## src/sv/ipd_pkg.sv

```systemverilog
// Shared constants, types and helpers of the infrared pulse-distance frame sender.
package ipd_pkg;

    // Frame and timing sizes
    localparam int FRAME_BITS    = 40;
    localparam int TICK_BITS     = 10;
    localparam int LEN_BITS      = 10;
    localparam int BYTE_BITS     = 8;
    localparam int BIT_IDX_BITS  = $clog2(FRAME_BITS + 1);
    localparam int CMP_BITS      = (TICK_BITS + 1 > LEN_BITS) ? TICK_BITS + 1 : LEN_BITS;

    // Configuration port sizes
    localparam int NUM_REGS      = 8;
    localparam int REG_IDX_BITS  = $clog2(NUM_REGS);
    localparam int PADDR_BITS    = REG_IDX_BITS + 2;
    localparam int PDATA_BITS    = 32;

    // Register reset values
    localparam logic [BYTE_BITS-1:0] RST_ADDRESS_LOW        = 8'd3;
    localparam logic [BYTE_BITS-1:0] RST_ADDRESS_HIGH       = 8'd252;
    localparam logic [BYTE_BITS-1:0] RST_TRAILER_BYTE       = 8'h66;
    localparam logic [LEN_BITS-1:0]  RST_LEADER_MARK_TICKS  = 10'd684;
    localparam logic [LEN_BITS-1:0]  RST_LEADER_SPACE_TICKS = 10'd342;
    localparam logic [LEN_BITS-1:0]  RST_BIT_MARK_TICKS     = 10'd42;
    localparam logic [LEN_BITS-1:0]  RST_ZERO_SPACE_TICKS   = 10'd43;
    localparam logic [LEN_BITS-1:0]  RST_ONE_SPACE_TICKS    = 10'd128;

    // Input command codes
    localparam logic CMD_TICK  = 1'b0;
    localparam logic CMD_START = 1'b1;

    // Register indexes
    typedef enum logic [REG_IDX_BITS-1:0] {
        REG_ADDRESS_LOW,
        REG_ADDRESS_HIGH,
        REG_TRAILER_BYTE,
        REG_LEADER_MARK_TICKS,
        REG_LEADER_SPACE_TICKS,
        REG_BIT_MARK_TICKS,
        REG_ZERO_SPACE_TICKS,
        REG_ONE_SPACE_TICKS
    } t_reg_idx;

    typedef struct packed {
        logic [BYTE_BITS-1:0] address_low;
        logic [BYTE_BITS-1:0] address_high;
        logic [BYTE_BITS-1:0] trailer_byte;
        logic [LEN_BITS-1:0]  leader_mark_ticks;
        logic [LEN_BITS-1:0]  leader_space_ticks;
        logic [LEN_BITS-1:0]  bit_mark_ticks;
        logic [LEN_BITS-1:0]  zero_space_ticks;
        logic [LEN_BITS-1:0]  one_space_ticks;
    } t_cfg;

    typedef struct packed {
        logic carrier_on;
        logic busy_res;
        logic accepted;
        logic frame_done;
    } t_result;

    // Assemble the frame: address low, address high, command, inverted command, trailer
    function automatic logic [FRAME_BITS-1:0] build_frame(
        input logic [BYTE_BITS-1:0] addr_lo,
        input logic [BYTE_BITS-1:0] addr_hi,
        input logic [BYTE_BITS-1:0] cmd_byte,
        input logic [BYTE_BITS-1:0] trailer
    );
        logic [63:0] w;
        w = {24'd0, trailer, ~cmd_byte, cmd_byte, addr_hi, addr_lo};
        return w[FRAME_BITS-1:0];
    endfunction

endpackage

```

## src/sv/ipd_intf.sv

```systemverilog
// Handshake channels for input items and result items.
interface ipd_item_if;
    import ipd_pkg::*;
    logic                 valid;
    logic                 ready;
    logic                 command;
    logic [BYTE_BITS-1:0] data_byte;

    modport source (output valid, output command, output data_byte, input ready);
    modport sink   (input valid, input command, input data_byte, output ready);
endinterface

interface ipd_result_if;
    logic valid;
    logic ready;
    logic carrier_on;
    logic busy_res;
    logic accepted;
    logic frame_done;

    modport source (output valid, output carrier_on, output busy_res, output accepted,
                    output frame_done, input ready);
    modport sink   (input valid, input carrier_on, input busy_res, input accepted,
                    input frame_done, output ready);
endinterface

```

## src/sv/ipd_cfg_regs.sv

```systemverilog
// APB-style configuration register bank.
module ipd_cfg_regs (
    input  logic                          i_clk,
    input  logic                          i_rst_n,
    input  logic                          psel,
    input  logic                          penable,
    input  logic                          pwrite,
    input  logic [ipd_pkg::PADDR_BITS-1:0] paddr,
    input  logic [ipd_pkg::PDATA_BITS-1:0] pwdata,
    output logic [ipd_pkg::PDATA_BITS-1:0] prdata,
    output logic                          pready,
    output ipd_pkg::t_cfg                 o_cfg
);
    import ipd_pkg::*;

    t_cfg     r_cfg;
    t_reg_idx reg_idx;
    logic     wr_en;

    assign pready  = 1'b1;
    assign reg_idx = t_reg_idx'(paddr[PADDR_BITS-1:2]);
    assign wr_en   = psel && penable && pwrite && pready;
    assign o_cfg   = r_cfg;

    // Write the addressed register on the access phase
    always_ff @(posedge i_clk) begin
        if (!i_rst_n) begin
            r_cfg.address_low        <= RST_ADDRESS_LOW;
            r_cfg.address_high       <= RST_ADDRESS_HIGH;
            r_cfg.trailer_byte       <= RST_TRAILER_BYTE;
            r_cfg.leader_mark_ticks  <= RST_LEADER_MARK_TICKS;
            r_cfg.leader_space_ticks <= RST_LEADER_SPACE_TICKS;
            r_cfg.bit_mark_ticks     <= RST_BIT_MARK_TICKS;
            r_cfg.zero_space_ticks   <= RST_ZERO_SPACE_TICKS;
            r_cfg.one_space_ticks    <= RST_ONE_SPACE_TICKS;
        end else if (wr_en) begin
            case (reg_idx)
                REG_ADDRESS_LOW:        r_cfg.address_low        <= pwdata[BYTE_BITS-1:0];
                REG_ADDRESS_HIGH:       r_cfg.address_high       <= pwdata[BYTE_BITS-1:0];
                REG_TRAILER_BYTE:       r_cfg.trailer_byte       <= pwdata[BYTE_BITS-1:0];
                REG_LEADER_MARK_TICKS:  r_cfg.leader_mark_ticks  <= pwdata[LEN_BITS-1:0];
                REG_LEADER_SPACE_TICKS: r_cfg.leader_space_ticks <= pwdata[LEN_BITS-1:0];
                REG_BIT_MARK_TICKS:     r_cfg.bit_mark_ticks     <= pwdata[LEN_BITS-1:0];
                REG_ZERO_SPACE_TICKS:   r_cfg.zero_space_ticks   <= pwdata[LEN_BITS-1:0];
                REG_ONE_SPACE_TICKS:    r_cfg.one_space_ticks    <= pwdata[LEN_BITS-1:0];
                default: ;
            endcase
        end
    end

    // Read back the addressed register
    always_comb begin
        case (reg_idx)
            REG_ADDRESS_LOW:        prdata = PDATA_BITS'(r_cfg.address_low);
            REG_ADDRESS_HIGH:       prdata = PDATA_BITS'(r_cfg.address_high);
            REG_TRAILER_BYTE:       prdata = PDATA_BITS'(r_cfg.trailer_byte);
            REG_LEADER_MARK_TICKS:  prdata = PDATA_BITS'(r_cfg.leader_mark_ticks);
            REG_LEADER_SPACE_TICKS: prdata = PDATA_BITS'(r_cfg.leader_space_ticks);
            REG_BIT_MARK_TICKS:     prdata = PDATA_BITS'(r_cfg.bit_mark_ticks);
            REG_ZERO_SPACE_TICKS:   prdata = PDATA_BITS'(r_cfg.zero_space_ticks);
            REG_ONE_SPACE_TICKS:    prdata = PDATA_BITS'(r_cfg.one_space_ticks);
            default:                prdata = '0;
        endcase
    end

endmodule

```

## src/sv/ipd_frame_core.sv

```systemverilog
// Frame sequencer: phase, tick counter, bit index and frame shift register.
module ipd_frame_core (
    input  logic                         i_clk,
    input  logic                         i_rst_n,
    input  logic                         i_accept,
    input  logic                         i_command,
    input  logic [ipd_pkg::BYTE_BITS-1:0] i_data_byte,
    input  ipd_pkg::t_cfg                i_cfg,
    output ipd_pkg::t_result             o_result
);
    import ipd_pkg::*;

    typedef enum logic [2:0] {
        PH_IDLE,
        PH_LEAD_MARK,
        PH_LEAD_SPACE,
        PH_BIT_MARK,
        PH_BIT_SPACE,
        PH_CLOSE
    } t_phase;

    t_phase                  r_phase,   n_phase;
    logic [TICK_BITS-1:0]    r_cnt,     n_cnt;
    logic [BIT_IDX_BITS-1:0] r_bit,     n_bit;
    logic [FRAME_BITS-1:0]   r_shift,   n_shift;
    logic                    r_carrier, n_carrier;

    logic                    busy;
    logic [TICK_BITS:0]      next_cnt;
    logic [LEN_BITS-1:0]     phase_len;
    logic                    phase_end;
    logic [BIT_IDX_BITS:0]   next_bit;
    logic                    acc;
    logic                    done;

    assign busy     = (r_phase != PH_IDLE);
    assign next_cnt = {1'b0, r_cnt} + 1'b1;
    assign next_bit = {1'b0, r_bit} + 1'b1;

    // Pick the length of the current phase, read live from the registers
    always_comb begin
        case (r_phase)
            PH_LEAD_MARK:  phase_len = i_cfg.leader_mark_ticks;
            PH_LEAD_SPACE: phase_len = i_cfg.leader_space_ticks;
            PH_BIT_MARK:   phase_len = i_cfg.bit_mark_ticks;
            PH_BIT_SPACE:  phase_len = r_shift[0] ? i_cfg.one_space_ticks
                                                  : i_cfg.zero_space_ticks;
            PH_CLOSE:      phase_len = i_cfg.bit_mark_ticks;
            default:       phase_len = LEN_BITS'(1);
        endcase
    end

    // A phase ends once the counter reaches its length or overflows
    assign phase_end = (CMP_BITS'(next_cnt) >= CMP_BITS'(phase_len)) || next_cnt[TICK_BITS];

    // Next state for one item
    always_comb begin
        n_phase   = r_phase;
        n_cnt     = r_cnt;
        n_bit     = r_bit;
        n_shift   = r_shift;
        n_carrier = r_carrier;
        acc       = 1'b0;
        done      = 1'b0;
        if (i_command == CMD_START) begin
            if (!busy) begin
                n_shift   = build_frame(i_cfg.address_low, i_cfg.address_high,
                                        i_data_byte, i_cfg.trailer_byte);
                n_bit     = '0;
                n_cnt     = '0;
                n_phase   = PH_LEAD_MARK;
                n_carrier = 1'b1;
                acc       = 1'b1;
            end
        end else if (busy) begin
            if (phase_end) begin
                n_cnt = '0;
                case (r_phase)
                    PH_LEAD_MARK: begin
                        n_phase   = PH_LEAD_SPACE;
                        n_carrier = 1'b0;
                    end
                    PH_LEAD_SPACE: begin
                        n_phase   = PH_BIT_MARK;
                        n_carrier = 1'b1;
                    end
                    PH_BIT_MARK: begin
                        n_phase   = PH_BIT_SPACE;
                        n_carrier = 1'b0;
                    end
                    PH_BIT_SPACE: begin
                        n_shift   = r_shift >> 1;
                        n_bit     = next_bit[BIT_IDX_BITS-1:0];
                        n_phase   = (next_bit >= (BIT_IDX_BITS+1)'(FRAME_BITS)) ? PH_CLOSE
                                                                              : PH_BIT_MARK;
                        n_carrier = 1'b1;
                    end
                    default: begin
                        n_phase   = PH_IDLE;
                        n_carrier = 1'b0;
                        n_bit     = '0;
                        n_shift   = '0;
                        done      = 1'b1;
                    end
                endcase
            end else begin
                n_cnt = next_cnt[TICK_BITS-1:0];
            end
        end
    end

    // Result of this item, taken from the state it leaves
    assign o_result.carrier_on = n_carrier;
    assign o_result.busy_res   = (n_phase != PH_IDLE);
    assign o_result.accepted   = acc;
    assign o_result.frame_done = done;

    // Advance the state on each accepted item
    always_ff @(posedge i_clk) begin
        if (!i_rst_n) begin
            r_phase   <= PH_IDLE;
            r_cnt     <= '0;
            r_bit     <= '0;
            r_shift   <= '0;
            r_carrier <= 1'b0;
        end else if (i_accept) begin
            r_phase   <= n_phase;
            r_cnt     <= n_cnt;
            r_bit     <= n_bit;
            r_shift   <= n_shift;
            r_carrier <= n_carrier;
        end
    end

endmodule

```

## src/sv/ipd_result_reg.sv

```systemverilog
// Output register that holds a result item until the sink takes it.
module ipd_result_reg (
    input  logic             i_clk,
    input  logic             i_rst_n,
    input  logic             i_load,
    input  ipd_pkg::t_result i_result,
    output logic             o_can_load,
    ipd_result_if.source     o_result
);
    import ipd_pkg::*;

    logic    r_valid;
    t_result r_data;

    // Take a new item when empty or when the held one leaves this cycle
    assign o_can_load = !r_valid || o_result.ready;

    always_ff @(posedge i_clk) begin
        if (!i_rst_n) begin
            r_valid <= 1'b0;
        end else if (i_load) begin
            r_valid <= 1'b1;
        end else if (o_result.ready) begin
            r_valid <= 1'b0;
        end
    end

    // Hold the payload until the next load
    always_ff @(posedge i_clk) begin
        if (i_load) begin
            r_data <= i_result;
        end
    end

    assign o_result.valid      = r_valid;
    assign o_result.carrier_on = r_data.carrier_on;
    assign o_result.busy_res   = r_data.busy_res;
    assign o_result.accepted   = r_data.accepted;
    assign o_result.frame_done = r_data.frame_done;

endmodule

```

## src/sv/ir_pulse_distance_frame_sender.sv

```systemverilog
// Top level of the NEC-style infrared pulse-distance frame sender.
// The result of an item is registered and presented in the cycle after the item is accepted.
// Throughput: one item per cycle while the result sink takes each result; state update and result load share a cycle.
// The input is ready whenever the result register is empty or being emptied.
// Reset (synchronous, active low) returns to idle, clears the frame state and
// restores every configuration register to its default.
module ir_pulse_distance_frame_sender (
    input  logic                          i_clk,
    input  logic                          i_rst_n,
    ipd_item_if.sink                      i_item,
    ipd_result_if.source                  o_result,
    input  logic                          psel,
    input  logic                          penable,
    input  logic                          pwrite,
    input  logic [ipd_pkg::PADDR_BITS-1:0] paddr,
    input  logic [ipd_pkg::PDATA_BITS-1:0] pwdata,
    output logic [ipd_pkg::PDATA_BITS-1:0] prdata,
    output logic                          pready
);
    import ipd_pkg::*;

    t_cfg    cfg;
    t_result core_result;
    logic    can_load;
    logic    item_accept;

    assign i_item.ready = can_load;
    assign item_accept  = i_item.valid && can_load;

    ipd_cfg_regs u_cfg_regs (
        .i_clk   (i_clk),
        .i_rst_n (i_rst_n),
        .psel    (psel),
        .penable (penable),
        .pwrite  (pwrite),
        .paddr   (paddr),
        .pwdata  (pwdata),
        .prdata  (prdata),
        .pready  (pready),
        .o_cfg   (cfg)
    );

    ipd_frame_core u_frame_core (
        .i_clk       (i_clk),
        .i_rst_n     (i_rst_n),
        .i_accept    (item_accept),
        .i_command   (i_item.command),
        .i_data_byte (i_item.data_byte),
        .i_cfg       (cfg),
        .o_result    (core_result)
    );

    ipd_result_reg u_result_reg (
        .i_clk      (i_clk),
        .i_rst_n    (i_rst_n),
        .i_load     (item_accept),
        .i_result   (core_result),
        .o_can_load (can_load),
        .o_result   (o_result)
    );

endmodule

```

## src/flat_wrapper.sv

```systemverilog
// flat-port wrapper written by rule: the top's interface ports become plain ports
module ir_pulse_distance_frame_sender_flat import ipd_pkg::*;
  (i_clk, i_rst_n, psel, penable, pwrite, paddr, pwdata, prdata, pready, i_item_valid, i_item_command, i_item_data_byte, i_item_ready, o_result_valid, o_result_carrier_on, o_result_busy_res, o_result_accepted, o_result_frame_done, o_result_ready);
  ipd_item_if i_item_i ();
  ipd_result_if o_result_i ();
  input  logic i_clk;
  input  logic i_rst_n;
  input  logic psel;
  input  logic penable;
  input  logic pwrite;
  input  logic [ipd_pkg::PADDR_BITS-1:0] paddr;
  input  logic [ipd_pkg::PDATA_BITS-1:0] pwdata;
  output logic [ipd_pkg::PDATA_BITS-1:0] prdata;
  output logic pready;
  input wire logic [$bits(i_item_i.valid)-1:0] i_item_valid;
  input wire logic [$bits(i_item_i.command)-1:0] i_item_command;
  input wire logic [$bits(i_item_i.data_byte)-1:0] i_item_data_byte;
  output wire logic [$bits(i_item_i.ready)-1:0] i_item_ready;
  output wire logic [$bits(o_result_i.valid)-1:0] o_result_valid;
  output wire logic [$bits(o_result_i.carrier_on)-1:0] o_result_carrier_on;
  output wire logic [$bits(o_result_i.busy_res)-1:0] o_result_busy_res;
  output wire logic [$bits(o_result_i.accepted)-1:0] o_result_accepted;
  output wire logic [$bits(o_result_i.frame_done)-1:0] o_result_frame_done;
  input wire logic [$bits(o_result_i.ready)-1:0] o_result_ready;
  assign i_item_i.valid = i_item_valid;
  assign i_item_i.command = i_item_command;
  assign i_item_i.data_byte = i_item_data_byte;
  assign i_item_ready = i_item_i.ready;
  assign o_result_valid = o_result_i.valid;
  assign o_result_carrier_on = o_result_i.carrier_on;
  assign o_result_busy_res = o_result_i.busy_res;
  assign o_result_accepted = o_result_i.accepted;
  assign o_result_frame_done = o_result_i.frame_done;
  assign o_result_i.ready = o_result_ready;
  ir_pulse_distance_frame_sender u_core (.i_clk(i_clk), .i_rst_n(i_rst_n), .i_item(i_item_i), .o_result(o_result_i), .psel(psel), .penable(penable), .pwrite(pwrite), .paddr(paddr), .pwdata(pwdata), .prdata(prdata), .pready(pready));
endmodule
```

## config.mk

```make
export PLATFORM = sky130hd
export DESIGN_NAME = ir_pulse_distance_frame_sender_flat
export DESIGN_NICKNAME = d
export VERILOG_FILES = /design/src/sv/ipd_pkg.sv /design/src/sv/ipd_intf.sv /design/src/sv/ipd_cfg_regs.sv /design/src/sv/ipd_frame_core.sv /design/src/sv/ipd_result_reg.sv /design/src/sv/ir_pulse_distance_frame_sender.sv /design/src/flat_wrapper.sv
export SDC_FILE = /design/constraint.sdc
export NUM_CORES = 1
export LEC_CHECK = 0
export BUFFER_PORTS_ARGS = -buffer_cell sky130_fd_sc_hd__buf_2
export CAP_MARGIN = 15
export CORE_MARGIN = 4
export CORE_UTILIZATION = 53
export CTS_BUF_LIST = sky130_fd_sc_hd__clkbuf_4 sky130_fd_sc_hd__clkbuf_8 sky130_fd_sc_hd__clkbuf_16
export DETAILED_ROUTE_END_ITERATION = 6
export HOLD_SLACK_MARGIN = 0.06
export PLACE_DENSITY = 0.86
export SLEW_MARGIN = 20
export SYNTH_ARGS = -nofsm -noshare
export SYNTH_HDL_FRONTEND = slang
export SYNTH_SLANG_ARGS = --single-unit
```

## constraint.sdc

```tcl
create_clock -name i_clk -period 3 [get_ports i_clk]
set_input_delay 0.45 -clock i_clk [delete_from_list [all_inputs] [get_ports i_clk]]
set_output_delay 0.45 -clock i_clk [all_outputs]
set_load 0.05 [all_outputs]
```

==> load_flow_metrics.sql, run 1 <==
INSERT INTO impl_metrics (metric_group, metric, value, unit) VALUES
('yosys', 'ys_top_cells_by_count', 'nand2_1 (213), dfxtp_1 (135), mux2i_1 (70)', ''),
('setup_path', 'end_kind', 'register', ''),
('detailed_routing', 'drt_pre_antenna_iters', '7', ''),
('yosys', 'postSynthCellCount', '980', ''),
('setup_path', 'path_max_fanout', '40', ''),
('placement', 'hpwl', '14000', 'µm'),
('yosys', 'yosys_register_bits', '139', ''),
('global_route', 'global_route_wire_length_before_repair', '35600', 'µm'),
('layout', 'post_layout_nonfiller_instances', '1218', ''),
('pwr', 'max-vdd-ir-drop', '0.410', 'mV'),
('clock_tree', 'clock_tree_from_tritoncts', 'done', ''),
('detailed_routing', 'wirelength', '23000', 'µm'),
('outcome', 'run_status', 'finished, violations left', ''),
('min_path', 'timing.hold.worst.start', 'i_item_valid', ''),
('min_path', 'min-delay-path-class', 'in -> reg', ''),
('timing', 'worst-slew-pin-transition', '0.892', 'ns'),
('clock_tree', 'tritoncts_num_sinks', '139', ''),
('clock_tree', 'path_clk_slew', '0.06', 'ns'),
('outcome', 'failed_checks', 'design-rule violations, negative setup slack', ''),
('placement', 'place_inst', '1177', ''),
('yosys', 'yosys.area.top_type', 'dfxtp_1', ''),
('detailed_routing', 'drt_first_iter_violations', '1184', ''),
('timing', 'max_slew_margin', '0.405', ''),
('setup_path', 'worst-r2r-cell-count', '14', ''),
('yosys', 'dominant_combinational_cell_family_by_area_after_synthesis', 'simple AND/OR/NAND/NOR gates', ''),
('setup_path', 'worstReg2RegEnd', 'u_core.u_frame_core.r_bit[3]$_SDFFE_PN0P_', ''),
('yosys', 'netlist_area', '7640', 'µm²'),
('timing', 'final.setup_skew', '0.00640', 'ns'),
('yosys', 'number_of_synthesized_flops_with_an_enable_pin', '4', ''),
('run', 'maxCapViolCount', '0', ''),
('layout', 'fill_cell_count', '1087', ''),
('clock_tree', 'cts_max_path_buffers', '2', ''),
('yosys', 'synth.distinct_cells', '63', ''),
('setup_path', 'cp_data_arrival_time', '3.39', 'ns'),
('die', 'die-height', '128', 'µm'),
('timing', 'hold_viol_final', '0', ''),
('detailed_routing', 'antenna_left', '0', ''),
('die', 'floorplan.initialDensity', '0.546', ''),
('die', 'die_x', '128', 'µm'),
('die', 'total_number_of_placement_rows', '43', ''),
('yosys', 'yosys-top-cells-area', 'dfxtp_1 (35%), nand2_1 (10%), mux2i_1 (9.2%), o21ai_0 (4.1%), nand4_1 (3.6%)', ''),
('detailed_routing', 'drc', '2', ''),
('yosys', 'yosys.cell_count.top_type', 'nand2_1', ''),
('detailed_routing', 'via_per_inst', '6.28', ''),
('clock_tree', 'numCtsBuffers', '17', ''),
('yosys', 'synth_simple_gate_area_share', '0.236', ''),
('timing', 'finalCritPeriodShare', '1.02', ''),
('timing', 'min_period', '3.06', 'ns'),
('setup_path', 'critical_path_required', '3.33', 'ns'),
('yosys', 'dominantRegCellSynth', 'dfxtp_1', ''),
('clock_tree', 'holdBufCountCts', '0', ''),
('timing', 'post-route-worst-setup-slack', '-0.0646', 'ns'),
('min_path', 'hold_path_end', 'u_core.u_result_reg.o_result.valid$_SDFFE_PN0P_', ''),
('timing', 'final_max_slew_viol_count', '0', ''),
('clock_tree', 'cts-htree-levels', '4', ''),
('timing', 'unrepaired_setup_endpoints_after_global_routing', 'true', ''),
('global_route', 'grt_max_degree', '79', ''),
('timing', 'final-setup-viol-count', '9', ''),
('yosys', 'ys.warnings.count', '0', ''),
('yosys', 'post_synth_fa_ha_maj_area_fraction', '0.0210', ''),
('die', 'placeableCoreArea', '14000', 'µm²'),
('yosys', 'sequential_element_share_of_the_synthesized_area', '0.369', ''),
('global_route', 'number_of_antenna_violations_at_the_first_check_in_global_routing', '0', ''),
('detailed_routing', 'route.detailed.wl_per_inst', '18.9', 'µm'),
('yosys', 'post_synth_xor_xnor_area', '0.0195', ''),
('timing', 'fmax', '326', 'MHz'),
('global_route', 'grt.total_usage', '0.271', ''),
('placement', 'place.gp.congestion', '0.922', ''),
('min_path', 'number_of_cells_traversed_by_the_worst_hold_path', '3', ''),
('setup_path', 'path_class', 'reg -> reg', ''),
('global_route', 'first_global_vias', '7004', '');
kinds of logic after synthesis:
| group | Yosys count |
|---|---|
| xor+xnor | 17 |
| other cells | 2 |
| compound gates | 211 |
| mux | 83 |
| flops | 139 |
| simple gates | 404 |
| buf+inv | 111 |
| fa+ha+maj | 13 |
flip-flops by register name, indices dropped and copies added (netlist names):
register	count
u_core.u_frame_core.r_cnt	10
u_core.u_frame_core.r_shift	40
u_core.u_frame_core.r_phase	3
u_core.u_frame_core.r_bit	6
u_core.u_frame_core.r_carrier	1
u_core.u_cfg_regs.o_cfg	74
u_core.u_result_reg.o_result.busy_res	1
u_core.u_result_reg.o_result.accepted	1
u_core.u_result_reg.o_result.valid	1
u_core.u_result_reg.o_result.frame_done	1
u_core.u_result_reg.o_result.carrier_on	1
how the worst max path moves through the flow:
stage / start / endpoint / slack, ns / cells past startpoint
after floorplan: u_core.u_frame_core.r_phase[0]$_SDFFE_PN0P_ / u_core.u_result_reg.o_result.carrier_on$_DFFE_PP_ / 0.001 / 12
after global placement: u_core.u_frame_core.r_phase[1]$_SDFFE_PN0P_ / u_core.u_frame_core.r_bit[2]$_SDFFE_PN0P_ / -0.08 / 11
after detailed placement: u_core.u_frame_core.r_phase[2]$_SDFFE_PN0P_ / u_core.u_frame_core.r_bit[2]$_SDFFE_PN0P_ / -0.17 / 12
after CTS: u_core.u_frame_core.r_phase[1]$_SDFFE_PN0P_ / u_core.u_frame_core.r_bit[3]$_SDFFE_PN0P_ / 0.002 / 12
after global routing: u_core.u_frame_core.r_phase[1]$_SDFFE_PN0P_ / u_core.u_frame_core.r_phase[1]$_SDFFE_PN0P_ / -0.16 / 14
final: u_core.u_frame_core.r_phase[1]$_SDFFE_PN0P_ / u_core.u_frame_core.r_bit[3]$_SDFFE_PN0P_ / -0.06 / 14
critical path, stage by stage, from the launching register on:
cell and delay (ns):
dfxtp_4 0.38, buf_12 0.14, buf_4 0.14, mux2i_1 0.30, nand2_1 0.11, o311ai_0 0.12
o21ai_0 0.16, ha_1 0.23, nor2b_1 0.15, o21ai_2 0.17, a41oi_2 0.19, o21ai_4 0.29
buf_12 0.26, nand3_1 0.09, a31o_1 0.23
per-stage QoR:
step,hold WS [ns],instance area (µm²),utilization,power [mW],TNS (ns)
after CTS,0.257,8860,0.633,4.95,0
after floorplan,0.429,7750,-,2.52,0
after detailed placement,0.440,8130,0.581,2.72,-6.65
final,0.268,8980,0.642,5.01,-0.253
after global placement,0.436,8130,0.581,2.71,-2.30
after global routing,0.277,8980,0.642,5.15,-4.74
layout make-up:
class / instances / share of cell area
multi-input cells: 752 / 0.502
flip-flops and latches: 139 / 0.315
repair buffers: 105 / 0.0840
clock buffers: 19 / 0.0497
well taps: 180 / 0.0251
clock inverters: 13 / 0.0194
inverters: 10 / 0.00446
metal layers:
layer / track usage / share of wire
met1: 0.351 / 0.38
met3: 0.0667 / 0.11
met5: 0 / 0
met2: 0.424 / 0.48
met4: 0.126 / 0.038
timing repair:
item | CTS | global route
resized for setup | 14 | 13
pin swaps | 11 | 24
endpoints found under the setup margin | 62 | 62
buffers inserted | 2 | 6
cloned | 2 | 0
layout by cell type, fill, tap and decap left out, types with 6 or more instances in the layout:
cell type  count
a21oi_1       34
a222oi_1       8
a22oi_1        7
a31oi_1        7
and3_1         8
buf_2         43
buf_4         56
clkbuf_16     17
clkinv_2       6
conb_1        23
dfxtp_1      132
ha_1          10
inv_1          7
mux2_2         9
mux2i_1       70
nand2_1      213
nand2b_1       6
nand3_1       34
nand3b_1       9
nand4_1       44
nor2_1        65
o21ai_0       59
o21ai_1       46
o22ai_1        6
xnor2_1        6
xor2_1         9
report_power, final:
| group | switching (mW) | internal (mW) |
|---|---|---|
| registers | 0.0300 | 1.89 |
| clock network | 0.818 | 1.41 |
| logic | 0.587 | 0.268 |
| total | 1.43 | 3.57 |
Power figures use the tool's default switching activity.
==> inputs of run 2 (changes only) <==
==> constraint.sdc (replaced) <==
create_clock -name i_clk -period 3 [get_ports i_clk]
set_input_delay 0.6 -clock i_clk [delete_from_list [all_inputs] [get_ports i_clk]]
set_output_delay 0.6 -clock i_clk [all_outputs]
set_load 0.05 [all_outputs]
==> load_flow_metrics.sql, run 2 (synthesis results as in run 1) <==
INSERT INTO impl_metrics (metric_group, metric, value, unit) VALUES
('outcome', 'run_status', 'finished, violations left', ''),
('outcome', 'failed_checks', 'negative setup slack', ''),
('die', 'placeableCoreArea', '14000', 'µm²'),
('placement', 'place_inst', '1182', ''),
('timing', 'finalCritPeriodShare', '1.02', ''),
('timing', 'final-setup-viol-count', '44', ''),
('global_route', 'global_route_wire_length_before_repair', '35800', 'µm'),
('die', 'total_number_of_placement_rows', '43', ''),
('detailed_routing', 'antenna_left', '0', ''),
('layout', 'final_cell_mix', 'nand2_1 (211), dfxtp_1 (130), mux2i_1 (70)', ''),
('detailed_routing', 'route.detailed.wl_per_inst', '19.3', 'µm'),
('timing', 'min_period', '3.07', 'ns'),
('setup_path', 'path_max_fanout', '10', ''),
('die', 'floorplan.initialDensity', '0.546', ''),
('layout', 'fin_nets', '1110', ''),
('global_route', 'grt.overflow.total', '0', ''),
('detailed_routing', 'drt_first_iter_violations', '961', ''),
('clock_tree', 'cts_max_path_buffers', '2', ''),
('global_route', 'first_global_vias', '7048', ''),
('die', 'die_x', '128', 'µm'),
('pwr', 'power_density', '550', 'nW/µm²'),
('detailed_routing', 'total_via_count_in_the_routed_design', '7732', ''),
('placement', 'port-buffer-count', '44', ''),
('placement', 'place.gp.congestion', '0.962', ''),
('timing', 'whs', '0.414', 'ns'),
('timing', 'hold_viol_final', '0', ''),
('detailed_routing', 'met2WireLength', '11000', 'µm'),
('placement', 'hpwl', '14100', 'µm'),
('clock_tree', 'clock_tree_from_tritoncts', 'done', ''),
('placement', 'dpl_cell_area', '8170', 'µm²'),
('placement', 'place_ws', '-0.224', 'ns'),
('timing', 'unrepaired_setup_endpoints_after_global_routing', 'true', ''),
('clock_tree', 'clk_lat_worst_skew', '0.43', 'ns'),
('run', 'maxCapViolCount', '0', ''),
('clock_tree', 'ctsRootBufferMaster', 'clkbuf_16', ''),
('setup_path', 'end_kind', 'register', ''),
('detailed_routing', 'drc', '0', ''),
('setup_path', 'cp_data_arrival_time', '3.43', 'ns'),
('layout', 'post_layout_nonfiller_instances', '1238', ''),
('layout', 'drive_gt1_frac', '0.200', ''),
('setup_path', 'start_kind', 'register', ''),
('timing', 'final.setup_skew', '0.00767', 'ns'),
('clock_tree', 'path_clk_slew', '0.06', 'ns'),
('detailed_routing', 'via_per_inst', '6.25', ''),
('global_route', 'number_of_antenna_violations_at_the_first_check_in_global_routing', '0', ''),
('detailed_routing', 'drt_pre_antenna_iters', '5', ''),
('clock_tree', 'holdBufCountCts', '0', ''),
('global_route', 'grt.total_usage', '0.274', ''),
('pwr', 'p_leak', '3.54', 'nW'),
('layout', 'most_frequent_standard_cell_in_the_layout_excluding_fill_and_tap_cells', 'nand2_1', ''),
('timing', 'final_max_slew_viol_count', '0', ''),
('global_route', 'grt_max_degree', '81', ''),
('setup_path', 'path_class', 'reg -> reg', ''),
('timing', 'worst-slew-pin-transition', '0.780', 'ns'),
('layout', 'fin_area', '9230', 'µm²'),
('detailed_routing', 'routedLengthMet1', '9380', 'µm'),
('clock_tree', 'cts-htree-levels', '4', ''),
('setup_path', 'critical_path_required', '3.36', 'ns'),
('timing', 'fmax', '325', 'MHz'),
('layout', 'insertedDiodeCount', '0', ''),
('layout', 'final_core_utilization', '0.660', ''),
('detailed_routing', 'wirelength', '23900', 'µm'),
('layout', 'area_growth', '20.8', '%'),
('layout', 'largest_register_ffs', '74', ''),
('timing', 'post-route-worst-setup-slack', '-0.0726', 'ns'),
('detailed_routing', 'highest-signal-layer', 'met4', ''),
('pwr', 'max-vdd-ir-drop', '0.430', 'mV'),
('die', 'io_pins', '92', ''),
('min_path', 'min-delay-path-class', 'in -> reg', ''),
('timing', 'max_slew_margin', '0.480', ''),
('die', 'die-height', '128', 'µm'),
('die', 'dieArea', '16400', 'µm²'),
('detailed_routing', 'detailroute.wirelength.met3', '2490', 'µm'),
('clock_tree', 'tritoncts_num_sinks', '139', ''),
('clock_tree', 'numCtsBuffers', '17', '');
-- run 2: final cells by class --
class	instances	area, µm²
Inverter	10	40.0
Fill cell	1109	4760
Tap cell	180	225
Clock buffer	25	523
Sequential cell	139	2830
Clock inverter	7	85.1
Multi-Input combinational cell	758	4590
Timing Repair Buffer	119	935
-- run 2: final timing paths --
kind                                               startpoint                                              end  slack, ns  cells past startpoint
setup / recovery  u_core.u_frame_core.r_phase[2]$_SDFFE_PN0P_      u_core.u_frame_core.r_shift[3]$_SDFFE_PN0P_      -0.07                     16
hold / removal                                   i_item_valid  u_core.u_result_reg.o_result.valid$_SDFFE_PN0P_       0.41                      3
setup reg to reg  u_core.u_frame_core.r_phase[2]$_SDFFE_PN0P_      u_core.u_frame_core.r_shift[3]$_SDFFE_PN0P_      -0.07                     16
hold reg to reg   u_core.u_frame_core.r_shift[4]$_SDFFE_PN0P_      u_core.u_frame_core.r_shift[4]$_SDFFE_PN0P_       0.45                      2
-- run 2: worst max-delay path: stages, from the launching register on --
cell and delay, ns:
dfxtp_2 0.34, inv_4 0.06, buf_6 0.11, nor3_4 0.04
buf_4 0.16, buf_4 0.15, buf_4 0.14, a222oi_1 0.38
ha_1 0.25, nand2_2 0.07, o21ai_2 0.21, a41oi_2 0.20
o21ai_4 0.30, buf_12 0.19, buf_12 0.14, nand4_1 0.12
o21ai_1 0.12
-- run 2: metal layers --
layer	vias up	track usage
li1	3547	-
met2	467	0.426
met5	-	0
met4	0	0.139
met1	3620	0.347
met3	98	0.0783
-- run 2: what timing repair did --
item / in CTS / in global routing
endpoints found under the hold margin: 0 / 0
buffers inserted: 6 / 7
gates cloned: 4 / 8
gates resized for setup: 25 / 36
pin swaps: 11 / 17
setup endpoints to repair: 62 / 62
-- run 2: through the flow --
step                      setup TNS, ns  power, mW
after CTS                             0       4.92
final                             -1.13       5.08
after detailed placement          -8.91       2.73
after floorplan                       0       2.52
after global routing              -5.88       5.22
after global placement            -3.79       2.71
-- run 2: report_power, final --
part	switching (mW)	total (mW)	internal, mW
Clock	0.797	2.16	1.37
Combinational	0.640	0.994	0.354
Sequential	0.0298	1.92	1.89
Total	1.47	5.08	3.62
